File: src/rtl/core/rrd_pkg.sv
`default_nettype none

package rrd_pkg;

	// List geometry
	localparam int MAX_CHANNELS = 16;
	localparam int IDX_W        = $clog2(MAX_CHANNELS);
	localparam int CNT_W        = $clog2(MAX_CHANNELS + 1);
	localparam int ID_W         = 4;
	localparam int MASK_W       = 1 << ID_W;
	localparam int CMD_W        = 2;

	// Command codes
	localparam logic [CMD_W-1:0] CMD_WRITE   = 2'd0;
	localparam logic [CMD_W-1:0] CMD_ATTACH  = 2'd1;
	localparam logic [CMD_W-1:0] CMD_RELEASE = 2'd2;

	// Access to the channel list: one write port, one read port
	typedef struct packed {
		logic             we;
		logic [IDX_W-1:0] waddr;
		logic [ID_W-1:0]  wdata;
		logic [IDX_W-1:0] raddr;
	} list_ctl_t;

	// Result of one item
	typedef struct packed {
		logic            accepted;
		logic [ID_W-1:0] target_channel;
		logic            broadcast;
		logic            list_empty;
		logic            error;
	} rsp_t;

endpackage

`default_nettype wire

File: src/rtl/core/rrd_if.sv
`default_nettype none

// Request channel
interface rrd_req_if;
	logic                          valid;
	logic                          ready;
	logic [rrd_pkg::CMD_W-1:0]     cmd;
	logic [rrd_pkg::ID_W-1:0]      channel_id;
	logic                          is_delimiter;
	logic [rrd_pkg::MASK_W-1:0]    ready_mask;

	modport source (output valid, output cmd, output channel_id, output is_delimiter,
		output ready_mask, input ready);
	modport sink (input valid, input cmd, input channel_id, input is_delimiter,
		input ready_mask, output ready);
endinterface

// Response channel
interface rrd_rsp_if;
	logic                      valid;
	logic                      ready;
	logic                      accepted;
	logic [rrd_pkg::ID_W-1:0]  target_channel;
	logic                      broadcast;
	logic                      list_empty;
	logic                      error;

	modport source (output valid, output accepted, output target_channel, output broadcast,
		output list_empty, output error, input ready);
	modport sink (input valid, input accepted, input target_channel, input broadcast,
		input list_empty, input error, output ready);
endinterface

`default_nettype wire

File: src/rtl/core/rrd_list.sv
`default_nettype none

module rrd_list (
	input  wire logic                     clk,
	input  wire rrd_pkg::list_ctl_t       ctl,
	output logic [rrd_pkg::ID_W-1:0]      rdata
);

	logic [rrd_pkg::ID_W-1:0] list_q [rrd_pkg::MAX_CHANNELS];

	// Write one entry per cycle; contents are undefined until written
	always_ff @(posedge clk) begin
		if (ctl.we) begin
			list_q[ctl.waddr] <= ctl.wdata;
		end
	end

	// Single registered read port: data appears in the cycle after its address
	always_ff @(posedge clk) begin
		rdata <= list_q[ctl.raddr];
	end

endmodule

`default_nettype wire

File: src/rtl/core/rrd_seq.sv
`default_nettype none

module rrd_seq (
	input  wire logic          clk,
	input  wire logic          arst_n,
	rrd_req_if.sink            req,
	output rrd_pkg::list_ctl_t ctl,
	input  wire logic [rrd_pkg::ID_W-1:0] rdata,
	output logic               res_valid,
	input  wire logic          res_take,
	output rrd_pkg::rsp_t      res
);

	localparam logic [2:0] ST_IDLE  = 3'd0;
	localparam logic [2:0] ST_SCAN  = 3'd1;
	localparam logic [2:0] ST_FIND  = 3'd2;
	localparam logic [2:0] ST_SHIFT = 3'd3;
	localparam logic [2:0] ST_FIN   = 3'd4;

	localparam int IDX_W = rrd_pkg::IDX_W;
	localparam int CNT_W = rrd_pkg::CNT_W;

	logic [2:0]                   state_q;
	logic [IDX_W-1:0]             idx_q;
	logic [IDX_W-1:0]             wr_q;
	logic [CNT_W-1:0]             it_q;
	logic [CNT_W-1:0]             cnt_q;
	logic [IDX_W-1:0]             rr_q;
	logic [rrd_pkg::ID_W-1:0]     id_q;
	logic [rrd_pkg::MASK_W-1:0]   ready_q;
	logic                         acc_q;
	logic [rrd_pkg::ID_W-1:0]     tgt_q;
	logic                         bc_q;
	logic                         err_q;

	logic                         take_in;
	logic                         attach_ok;
	logic [CNT_W-1:0]             idx_inc;
	logic                         idx_last;
	logic [IDX_W-1:0]             idx_wrap;
	logic [CNT_W-1:0]             cnt_dec;
	logic                         match;
	logic                         drop_now;

	// Shared index unit: increment, compare against count, wrap
	assign idx_inc  = {1'b0, idx_q} + 1'b1;
	assign idx_last = (idx_inc == cnt_q);
	assign idx_wrap = idx_last ? '0 : idx_inc[IDX_W-1:0];
	assign cnt_dec  = cnt_q - 1'b1;

	// Drop the entry once the last later entry has moved down
	assign match    = (rdata == id_q);
	assign drop_now = idx_last && ((state_q == ST_FIND && match) || state_q == ST_SHIFT);

	assign req.ready = (state_q == ST_IDLE);
	assign take_in   = req.valid && req.ready;
	assign attach_ok = (cnt_q < CNT_W'(rrd_pkg::MAX_CHANNELS));

	// Steer the list ports: the read address is always that of the entry examined in the next cycle
	always_comb begin
		ctl.we    = 1'b0;
		ctl.waddr = wr_q;
		ctl.wdata = rdata;
		ctl.raddr = idx_inc[IDX_W-1:0];
		case (state_q)
			ST_IDLE: begin
				// Prefetch the first entry to examine; append on attach
				ctl.raddr = (req.cmd == rrd_pkg::CMD_WRITE) ? rr_q : '0;
				if (take_in && req.cmd == rrd_pkg::CMD_ATTACH && attach_ok) begin
					ctl.we    = 1'b1;
					ctl.waddr = cnt_q[IDX_W-1:0];
					ctl.wdata = req.channel_id;
				end
			end
			ST_SCAN: begin
				ctl.raddr = idx_wrap;
			end
			ST_SHIFT: begin
				// Move the entry just read down one place
				ctl.we = 1'b1;
			end
			default: begin
			end
		endcase
	end

	// Sequencer
	always_ff @(posedge clk or negedge arst_n) begin
		if (!arst_n) begin
			state_q <= ST_IDLE;
			cnt_q   <= '0;
			rr_q    <= '0;
		end else begin
			case (state_q)
				ST_IDLE: begin
					if (take_in) begin
						case (req.cmd)
							rrd_pkg::CMD_WRITE: begin
								if (req.is_delimiter || cnt_q == '0) begin
									state_q <= ST_FIN;
								end else begin
									state_q <= ST_SCAN;
								end
							end
							rrd_pkg::CMD_ATTACH: begin
								if (attach_ok) begin
									cnt_q <= cnt_q + 1'b1;
								end
								state_q <= ST_FIN;
							end
							rrd_pkg::CMD_RELEASE: begin
								state_q <= (cnt_q == '0) ? ST_FIN : ST_FIND;
							end
							default: begin
								state_q <= ST_FIN;
							end
						endcase
					end
				end
				ST_SCAN: begin
					if (ready_q[rdata]) begin
						rr_q    <= idx_wrap;
						state_q <= ST_FIN;
					end else if (it_q + 1'b1 == cnt_q) begin
						state_q <= ST_FIN;
					end
				end
				ST_FIND, ST_SHIFT: begin
					if (drop_now) begin
						cnt_q <= cnt_dec;
						if ({1'b0, rr_q} >= cnt_dec) begin
							rr_q <= '0;
						end
						state_q <= ST_FIN;
					end else if (state_q == ST_FIND) begin
						if (match) begin
							state_q <= ST_SHIFT;
						end else if (idx_last) begin
							state_q <= ST_FIN;
						end
					end
				end
				ST_FIN: begin
					if (res_take) begin
						state_q <= ST_IDLE;
					end
				end
				default: begin
					state_q <= ST_IDLE;
				end
			endcase
		end
	end

	// Working registers and result fields
	always_ff @(posedge clk) begin
		case (state_q)
			ST_IDLE: begin
				if (take_in) begin
					id_q    <= req.channel_id;
					ready_q <= req.ready_mask;
					it_q    <= '0;
					acc_q   <= 1'b0;
					tgt_q   <= '0;
					bc_q    <= 1'b0;
					err_q   <= 1'b0;
					idx_q   <= (req.cmd == rrd_pkg::CMD_WRITE) ? rr_q : '0;
					case (req.cmd)
						rrd_pkg::CMD_WRITE: begin
							if (req.is_delimiter) begin
								acc_q <= 1'b1;
								bc_q  <= 1'b1;
							end
						end
						rrd_pkg::CMD_ATTACH: begin
							acc_q <= attach_ok;
							err_q <= !attach_ok;
						end
						rrd_pkg::CMD_RELEASE: begin
							err_q <= (cnt_q == '0);
						end
						default: begin
						end
					endcase
				end
			end
			ST_SCAN: begin
				if (ready_q[rdata]) begin
					acc_q <= 1'b1;
					tgt_q <= rdata;
				end else begin
					idx_q <= idx_wrap;
					it_q  <= it_q + 1'b1;
				end
			end
			ST_FIND: begin
				if (!match) begin
					if (idx_last) begin
						err_q <= 1'b1;
					end else begin
						idx_q <= idx_inc[IDX_W-1:0];
					end
				end else if (idx_last) begin
					acc_q <= 1'b1;
				end else begin
					// Hold the hole, advance the read to the next entry
					wr_q  <= idx_q;
					idx_q <= idx_inc[IDX_W-1:0];
				end
			end
			ST_SHIFT: begin
				if (idx_last) begin
					acc_q <= 1'b1;
				end else begin
					wr_q  <= idx_q;
					idx_q <= idx_inc[IDX_W-1:0];
				end
			end
			default: begin
			end
		endcase
	end

	assign res_valid          = (state_q == ST_FIN);
	assign res.accepted       = acc_q;
	assign res.target_channel = tgt_q;
	assign res.broadcast      = bc_q;
	assign res.list_empty     = (cnt_q == '0);
	assign res.error          = err_q;

	// Count never exceeds the list depth
	a_cnt_bound: assert property (@(posedge clk) disable iff (!arst_n)
		cnt_q <= CNT_W'(rrd_pkg::MAX_CHANNELS))
		else $error("channel count beyond list depth");

	// Position stays inside the list, or at zero when it is empty
	a_rr_range: assert property (@(posedge clk) disable iff (!arst_n)
		({1'b0, rr_q} < cnt_q) || (rr_q == '0))
		else $error("round-robin position outside list");

	// Scans only run over a non-empty list
	a_scan_nonempty: assert property (@(posedge clk) disable iff (!arst_n)
		(state_q == ST_SCAN || state_q == ST_FIND || state_q == ST_SHIFT) |-> (cnt_q != '0))
		else $error("list scan with empty list");

	// A refused message leaves the position untouched
	a_refuse_keeps_rr: assert property (@(posedge clk) disable iff (!arst_n)
		(state_q == ST_SCAN && !ready_q[rdata] && it_q + 1'b1 == cnt_q) |=> $stable(rr_q))
		else $error("position moved on refused message");

	// A result is never both accepted and in error
	a_acc_err: assert property (@(posedge clk) disable iff (!arst_n)
		res_valid |-> !(res.accepted && res.error))
		else $error("result both accepted and in error");

endmodule

`default_nettype wire

File: src/rtl/core/round_robin_ready_dispatcher_core.sv
// Channel | Dir | Beat contents                                    | Handshake
// req     | in  | cmd, channel_id, is_delimiter, ready_mask        | valid/ready
// rsp     | out | accepted, target_channel, broadcast, list_empty, | valid/ready
//         |     | error                                            |
//
// One beat in gives exactly one beat out; one item is worked on at a time.
// Delimiter, attach, unused commands and writes or releases on an empty list go straight to the result.
// Dispatch reads one list entry a cycle and tries at most count entries.
// Release searches, then shifts later entries down one a cycle.
// Reset empties the list and clears the position; no clearing pass is needed.
// A waiting response sits in the output register while the next beat is taken.
`default_nettype none

module round_robin_ready_dispatcher_core (
	input  wire logic clk,
	input  wire logic arst_n,
	rrd_req_if.sink   req,
	rrd_rsp_if.source rsp
);

	rrd_pkg::list_ctl_t       ctl;
	logic [rrd_pkg::ID_W-1:0] rdata;
	logic                     res_valid;
	logic                     res_take;
	rrd_pkg::rsp_t            res;
	logic                     out_valid_q;
	rrd_pkg::rsp_t            out_q;

	rrd_list u_list (
		.clk   (clk),
		.ctl   (ctl),
		.rdata (rdata)
	);

	rrd_seq u_seq (
		.clk       (clk),
		.arst_n    (arst_n),
		.req       (req),
		.ctl       (ctl),
		.rdata     (rdata),
		.res_valid (res_valid),
		.res_take  (res_take),
		.res       (res)
	);

	// Load the output register when it is empty or being drained
	assign res_take = res_valid && (!out_valid_q || rsp.ready);

	always_ff @(posedge clk or negedge arst_n) begin
		if (!arst_n) begin
			out_valid_q <= 1'b0;
		end else if (res_take) begin
			out_valid_q <= 1'b1;
		end else if (rsp.ready) begin
			out_valid_q <= 1'b0;
		end
	end

	always_ff @(posedge clk) begin
		if (res_take) begin
			out_q <= res;
		end
	end

	assign rsp.valid          = out_valid_q;
	assign rsp.accepted       = out_q.accepted;
	assign rsp.target_channel = out_q.target_channel;
	assign rsp.broadcast      = out_q.broadcast;
	assign rsp.list_empty     = out_q.list_empty;
	assign rsp.error          = out_q.error;

endmodule

`default_nettype wire

File: src/flat_wrapper.sv
// flat-port wrapper written by rule: the top's interface ports become plain ports
module round_robin_ready_dispatcher_core_flat 
  (clk, arst_n, req_valid, req_cmd, req_channel_id, req_is_delimiter, req_ready_mask, req_ready, rsp_valid, rsp_accepted, rsp_target_channel, rsp_broadcast, rsp_list_empty, rsp_error, rsp_ready);
  rrd_req_if req_i ();
  rrd_rsp_if rsp_i ();
  input  wire logic clk;
  input  wire logic arst_n;
  input wire logic [$bits(req_i.valid)-1:0] req_valid;
  input wire logic [$bits(req_i.cmd)-1:0] req_cmd;
  input wire logic [$bits(req_i.channel_id)-1:0] req_channel_id;
  input wire logic [$bits(req_i.is_delimiter)-1:0] req_is_delimiter;
  input wire logic [$bits(req_i.ready_mask)-1:0] req_ready_mask;
  output wire logic [$bits(req_i.ready)-1:0] req_ready;
  output wire logic [$bits(rsp_i.valid)-1:0] rsp_valid;
  output wire logic [$bits(rsp_i.accepted)-1:0] rsp_accepted;
  output wire logic [$bits(rsp_i.target_channel)-1:0] rsp_target_channel;
  output wire logic [$bits(rsp_i.broadcast)-1:0] rsp_broadcast;
  output wire logic [$bits(rsp_i.list_empty)-1:0] rsp_list_empty;
  output wire logic [$bits(rsp_i.error)-1:0] rsp_error;
  input wire logic [$bits(rsp_i.ready)-1:0] rsp_ready;
  assign req_i.valid = req_valid;
  assign req_i.cmd = req_cmd;
  assign req_i.channel_id = req_channel_id;
  assign req_i.is_delimiter = req_is_delimiter;
  assign req_i.ready_mask = req_ready_mask;
  assign req_ready = req_i.ready;
  assign rsp_valid = rsp_i.valid;
  assign rsp_accepted = rsp_i.accepted;
  assign rsp_target_channel = rsp_i.target_channel;
  assign rsp_broadcast = rsp_i.broadcast;
  assign rsp_list_empty = rsp_i.list_empty;
  assign rsp_error = rsp_i.error;
  assign rsp_i.ready = rsp_ready;
  round_robin_ready_dispatcher_core u_core (.clk(clk), .arst_n(arst_n), .req(req_i), .rsp(rsp_i));
endmodule
File: config.mk
export PLATFORM = sky130hd
export DESIGN_NAME = round_robin_ready_dispatcher_core_flat
export DESIGN_NICKNAME = d
export VERILOG_FILES = /design/src/rtl/core/rrd_pkg.sv /design/src/rtl/core/rrd_if.sv /design/src/rtl/core/rrd_list.sv /design/src/rtl/core/rrd_seq.sv /design/src/rtl/core/round_robin_ready_dispatcher_core.sv /design/src/flat_wrapper.sv
export SDC_FILE = /design/constraint.sdc
export NUM_CORES = 1
export LEC_CHECK = 0
export ABC_CLOCK_PERIOD_IN_PS = 6210
export CAP_MARGIN = 40
export CORE_MARGIN = 2
export CORE_UTILIZATION = 45
export CTS_CLUSTER_SIZE = 40
export DETAILED_ROUTE_END_ITERATION = 8
export DONT_BUFFER_PORTS = 1
export GPL_ROUTABILITY_DRIVEN = 0
export MAX_ROUTING_LAYER = met4
export PLACE_DENSITY = 0.67
export SETUP_SLACK_MARGIN = 0.1
export SYNTH_ARGS = -nofsm -noshare
export SYNTH_HDL_FRONTEND = slang
export SYNTH_HIERARCHICAL = 1
export SYNTH_SLANG_ARGS = --single-unit
File: constraint.sdc
create_clock -name clk -period 6.21 [get_ports clk]
set_clock_uncertainty 0.2 [all_clocks]
set_input_delay 0.9315 -clock clk [delete_from_list [all_inputs] [get_ports clk]]
set_output_delay 0.9315 -clock clk [all_outputs]
set_load 0.01 [all_outputs]
; ---- Yosys cells after proc, flatten, opt, wreduce, memory -nomap -nowiden
; Memories as Yosys holds them, arrays and structs flattened. A register that Yosys moved wholly into a read port is not among the register bits.
; Index checks and enable logic that the tools add are counted.
[op_classes]
n_eq_ne = 24
n_lt_le_gt_ge = 3
muxes = 58
n_reduce_logical = 33
add_sub_neg = 4
[ops]
columns = cell, count
row1 = $mux W4, 12
row2 = $pmux W4 S2, 4
row3 = $mux W3, 10
row4 = $mux W5, 6
row5 = $pmux W5 S2, 2
row6 = $reduce_and A4 Y1, 4
row7 = $ne A2 B2 Y1 const B, 7
row8 = $mux W1, 13
row9 = $pmux W3 S4, 1
row10 = $pmux W4 S3, 1
row11 = $reduce_bool A2 Y1, 6
row12 = $add A5 B1 Y5 const B, 2
row13 = $eq A5 B5 Y1, 2
row14 = $ne A2 B1 Y1 const B, 5
row15 = $reduce_and A5 Y1, 2
row16 = $mux W9, 1
row17 = $mux W8, 1
row18 = $pmux W1 S2, 4
row19 = $eq A3 B2 Y1 const B, 2
row20 = $logic_and A1 B1 Y1, 6
row21 = $pmux W3 S2, 1
row22 = $reduce_and A3 Y1, 2
row23 = $add A4 B1 Y5 const B, 1
row24 = $ge A4 B5 Y1, 1
row25 = other kinds (22), 26
[totals]
reg_bits = 61
ramBits = 64
n_memories = 1
inputBits = 27
[mem_list]
columns = memory, words, word_bits, rd, rd_clocked_by_memory_dff, write_ports, line_no
row1 = u_core.u_list.list_q, 16, 4, 1, 1, 1, rrd_list.sv:9  ; logic [rrd_pkg::ID_W-1:0] list_q [rrd_pkg::MAX_CHANNELS];

; ---- Depth between registers and ports, before layout
[depth]
word_depth = 8
ltp_mapped = 11
ltp_nobuf = 9

; ---- Hierarchy
; Netlist, hierarchy kept.
[by_module_without_submodules]
columns = module, cells_per_inst, n_inst, area_each_um2
row1 = rrd_seq, 255, 1, 3001.6
row2 = rrd_list, 130, 1, 2666.3
row3 = round_robin_ready_dispatcher_core, 12, 1, 284.0

; ---- Worst setup path after synthesis
; No wires, ideal clock.
[synth_timing]
path_kind = input to register
startpoint = input port req_valid
endpoint = memory u_core/u_list/list_q[0][0] (netlist bit), enable pin
path_buffers = 1
path_slack_ns = 0.473
arrival_ns = 5.176
t_required_ns = 5.649
cell_stages = 6
setup_ns = 0.361
cell_sequence = nor4b_1 nand2_1 clkbuf_1 mux2_2 or3b_2 nor3_1
[synth_rtl]
columns = element, line_no
row1 = start: declaration, flat_wrapper.sv:8  ; input wire logic [$bits(req_i.valid)-1:0] req_valid;
row2 = end: declaration, rrd_list.sv:9

==> results.cfg <==
[status]
outcome = finished, final reports clean

[worst_setup_path]
worstSetupEndpointType = register
r2r_cells = 10
worst-endpoint-required_ns = 6.29
r2r_slack_ns = 2.51
reg2reg_from = u_core/u_seq/idx_q[0]$_DFFE_PP_
critPathLaunchType = register
critPathCapture = u_core/u_list/rdata[1]$_DFF_P_
worstSetupPathType = register to register
arrival_ns = 3.79
crit_fanout = 16
critPathMaxStageDelay_ns = 0.51
r2r_end = u_core/u_list/rdata[1]$_DFF_P_
startpoint = u_core/u_seq/idx_q[0]$_DFFE_PP_
crit_slowest_cell = edfxtp_1
path_cells = ha_1 > or2_2 > a31oi_1 > o211ai_1 > o21bai_1 > o21ai_1 > buf_4 > mux4_1 > a22oi_1 > nand3_1

[detailed_routing]
routedWlPerCell_um = 18.2
vias = 3315
drt_iter0_markers = 318
viasPerCell = 5.58
drc = 0
wl_um = 10800
ant_nets = 0
dr.pass1.iters = 5

[power_and_ir_drop]
sequentialPowerShare_pct = 41.7
pwr-share-comb_pct = 27.0
netSwitchingPower_mw = 0.984
p_sw_share_pct = 31.4
ir_drop_mv = 0.282
pwr-share-clk_pct = 31.3
fin_total_pwr_mw = 3.13
p_per_area_nw_per_um2 = 467
p_int_mw = 2.15
p_leak_nw = 2.30

[global_routing]
grt_pass1_vias = 3336
overflow = 0
grt_pass1_wl_um = 17700
antenna_found_initial = 0
track_usage_pct = 17.0
grt_max_degree = 23

[cts]
cts_max_path_buffers = 2
cts-root-buf = clkbuf_16
htree_levels = 4
cts_buffers = 17
cts-resized-gates = 0
path_clk_slew_ns = 0.05
insertion_delay_ns = 0.41
tritoncts = done
clock-sinks = 129

[layout]
nNetsFinal = 444
utilization_pct = 51.2
fillerInstances = 1071
n_antenna_cell = 0
drive_above_1_share_pct = 13.2
most-common-layout-cells = edfxtp_1, nand2_1, nor2_1
final_common_cell = edfxtp_1
synthToLayoutAreaGrowth_pct = 12.5

[timing]
slew_violations = 0
fmax_ghz = 0.270
post-route-min-period_ns = 3.70
fin_ws_ns = 2.51
setup_tns_ns = 0
hold_viol_final = 0
whs_ns = 0.216
worst_pin_slew_ns = 0.855
rsz0062_at_grt = no
relSlewSlack_pct = 42.2
fin_crit_sh_pct = 59.7
setup_viol = 0

[die]
die_area_um2 = 14200
io_pins = 37
die_h_um = 119
row_count = 42
initial_core_util_pct = 45.5
coreArea_um2 = 13100
fp.dieW_um = 119

[logic_synthesis]
ys_seq_area_share_pct = 63.3
syn_avg_cell_area_um2 = 15.0
synthArstFlopShare_pct = 10.1
syn_area_um2 = 5950
synth_edf_count = 112
syn-instance-count = 397
synth_warnings = 6
ys_types = 56
ys_seq_elements = 129
synthTopCellsByArea = edfxtp_1, mux4_1, dfrtp_1
synth_nets = 436
synth-main-ff-cell = edfxtp_1
synth_area_leader_cell = edfxtp_1
synth_top_area_share_pct = 56.5

[job]
drv_cap = 0

[hold_path]
holdPathStages = 0
hold_path.class = register to register

[place]
dpl_worst_slack_ns = 2.43
port_buffers = 0
dp_hpwl_um = 7540
## state kept, by name, summed over array words and instances, names as in the netlist, 4 cells and up
name	flops
u_core/u_seq/rr_q	4
u_core/u_seq/id_q	4
u_core/u_seq/tgt_q	4
u_core/u_list/rdata	4
u_core/rsp.target_channel	4
u_core/u_seq/cnt_q	5
u_core/u_list/list_q	64
u_core/u_seq/idx_q	4
u_core/u_seq/it_q	5
u_core/u_seq/wr_q	4
u_core/u_seq/ready_q	16
## worst max-delay path, delay by kind of cell, from the launching register on
family / cells / cell delay (ns)
AOI/OAI and AO/OA: 5 / 1.45
DFF: 1 / 0.51
muxes: 1 / 0.48
and+or+nand+nor: 2 / 0.42
adders and majority gates: 1 / 0.31
buffers and inverters: 1 / 0.23
## repair_timing
action,4_1_cts,5_1_grt
endpoints found under the hold margin,13,0
setup buffers,0,0
hold buffers,1,0
## cells by family (layout without fill, tap and decap cells)
kind of cell,after synthesis,in the layout,synth area share [%]
adder cells (fa/ha/maj),12,12,2.52
AO/OA/AOI/OAI,55,55,7.17
flip-flops,129,129,63.3
buffers and inverters,29,50,2.73
AND/OR/NAND/NOR,117,117,9.75
XOR/XNOR,25,25,3.93
multiplexers,30,30,10.6
## per-stage QoR
step           area, um^2  std cells
3_3_place_gp         6090        560
2_1_floorplan        5950        397
3_5_place_dp         6100        561
5_1_grt              6700        594
4_1_cts              6700        594
6_report             6700        594
## worst min path at each step
| stage | startpoint | end |
|---|---|---|
| floorplan | u_core/u_seq/tgt_q[0]$_SDFFCE_PN0P_ | u_core/rsp.target_channel[0]$_DFFE_PP_ |
| global placement | u_core/u_seq/tgt_q[0]$_SDFFCE_PN0P_ | u_core/rsp.target_channel[0]$_DFFE_PP_ |
| detailed placement | u_core/u_seq/bc_q$_SDFFCE_PN0P_ | u_core/rsp.broadcast$_DFFE_PP_ |
| CTS | u_core/u_seq/bc_q$_SDFFCE_PN0P_ | u_core/rsp.broadcast$_DFFE_PP_ |
| global route | u_core/u_seq/tgt_q[0]$_SDFFCE_PN0P_ | u_core/rsp.target_channel[0]$_DFFE_PP_ |
| finish | u_core/u_seq/bc_q$_SDFFCE_PN0P_ | u_core/rsp.broadcast$_DFFE_PP_ |
## cells in the mapped netlist (6+ instances only)
| master | count |
|---|---|
| edfxtp_1 | 112 |
| nand2_1 | 28 |
| nor2_1 | 26 |
| mux4_1 | 18 |
| nand3_1 | 17 |
| dfrtp_1 | 13 |
| xor2_1 | 13 |
| ha_1 | 12 |
| inv_1 | 12 |
| nor3_1 | 12 |
| o21ai_0 | 11 |
| xnor2_1 | 11 |
| and2_1 | 9 |
| nand2b_1 | 9 |
| a21oi_1 | 7 |
| clkbuf_1 | 7 |
| o22ai_1 | 7 |
| mux2_2 | 6 |
## per-layer routing
layer,track usage [%],vias to the layer above,routed length [um]
met5,-,-,0
met2,27.2,93,5490
li1,-,1550,-
met3,4.69,18,448
met1,21.0,1654,4750
met4,5.80,0,139
## final cells by class
class / count / area (um^2) / area share [%]
Tap cell: 176 / 220 / 3.29
Multi-Input combinational cell: 239 / 2030 / 30.3
Sequential cell: 129 / 3770 / 56.3
Clock inverter: 15 / 168 / 2.50
Timing Repair Buffer: 6 / 45.0 / 0.672
Clock buffer: 17 / 425 / 6.35
Inverter: 12 / 45.0 / 0.672
## power groups by stage
stage | Combinational, mW | Clock, mW | Sequential [mW]
after floorplan | 0.724 | 0 | 1.25
after global placement | 0.828 | 0 | 1.32
final | 0.847 | 0.979 | 1.30
after global routing | 0.936 | 1.04 | 1.32
after detailed placement | 0.841 | 0 | 1.32
after CTS | 0.852 | 0.998 | 1.31
(Power assumes the default switching activity.)
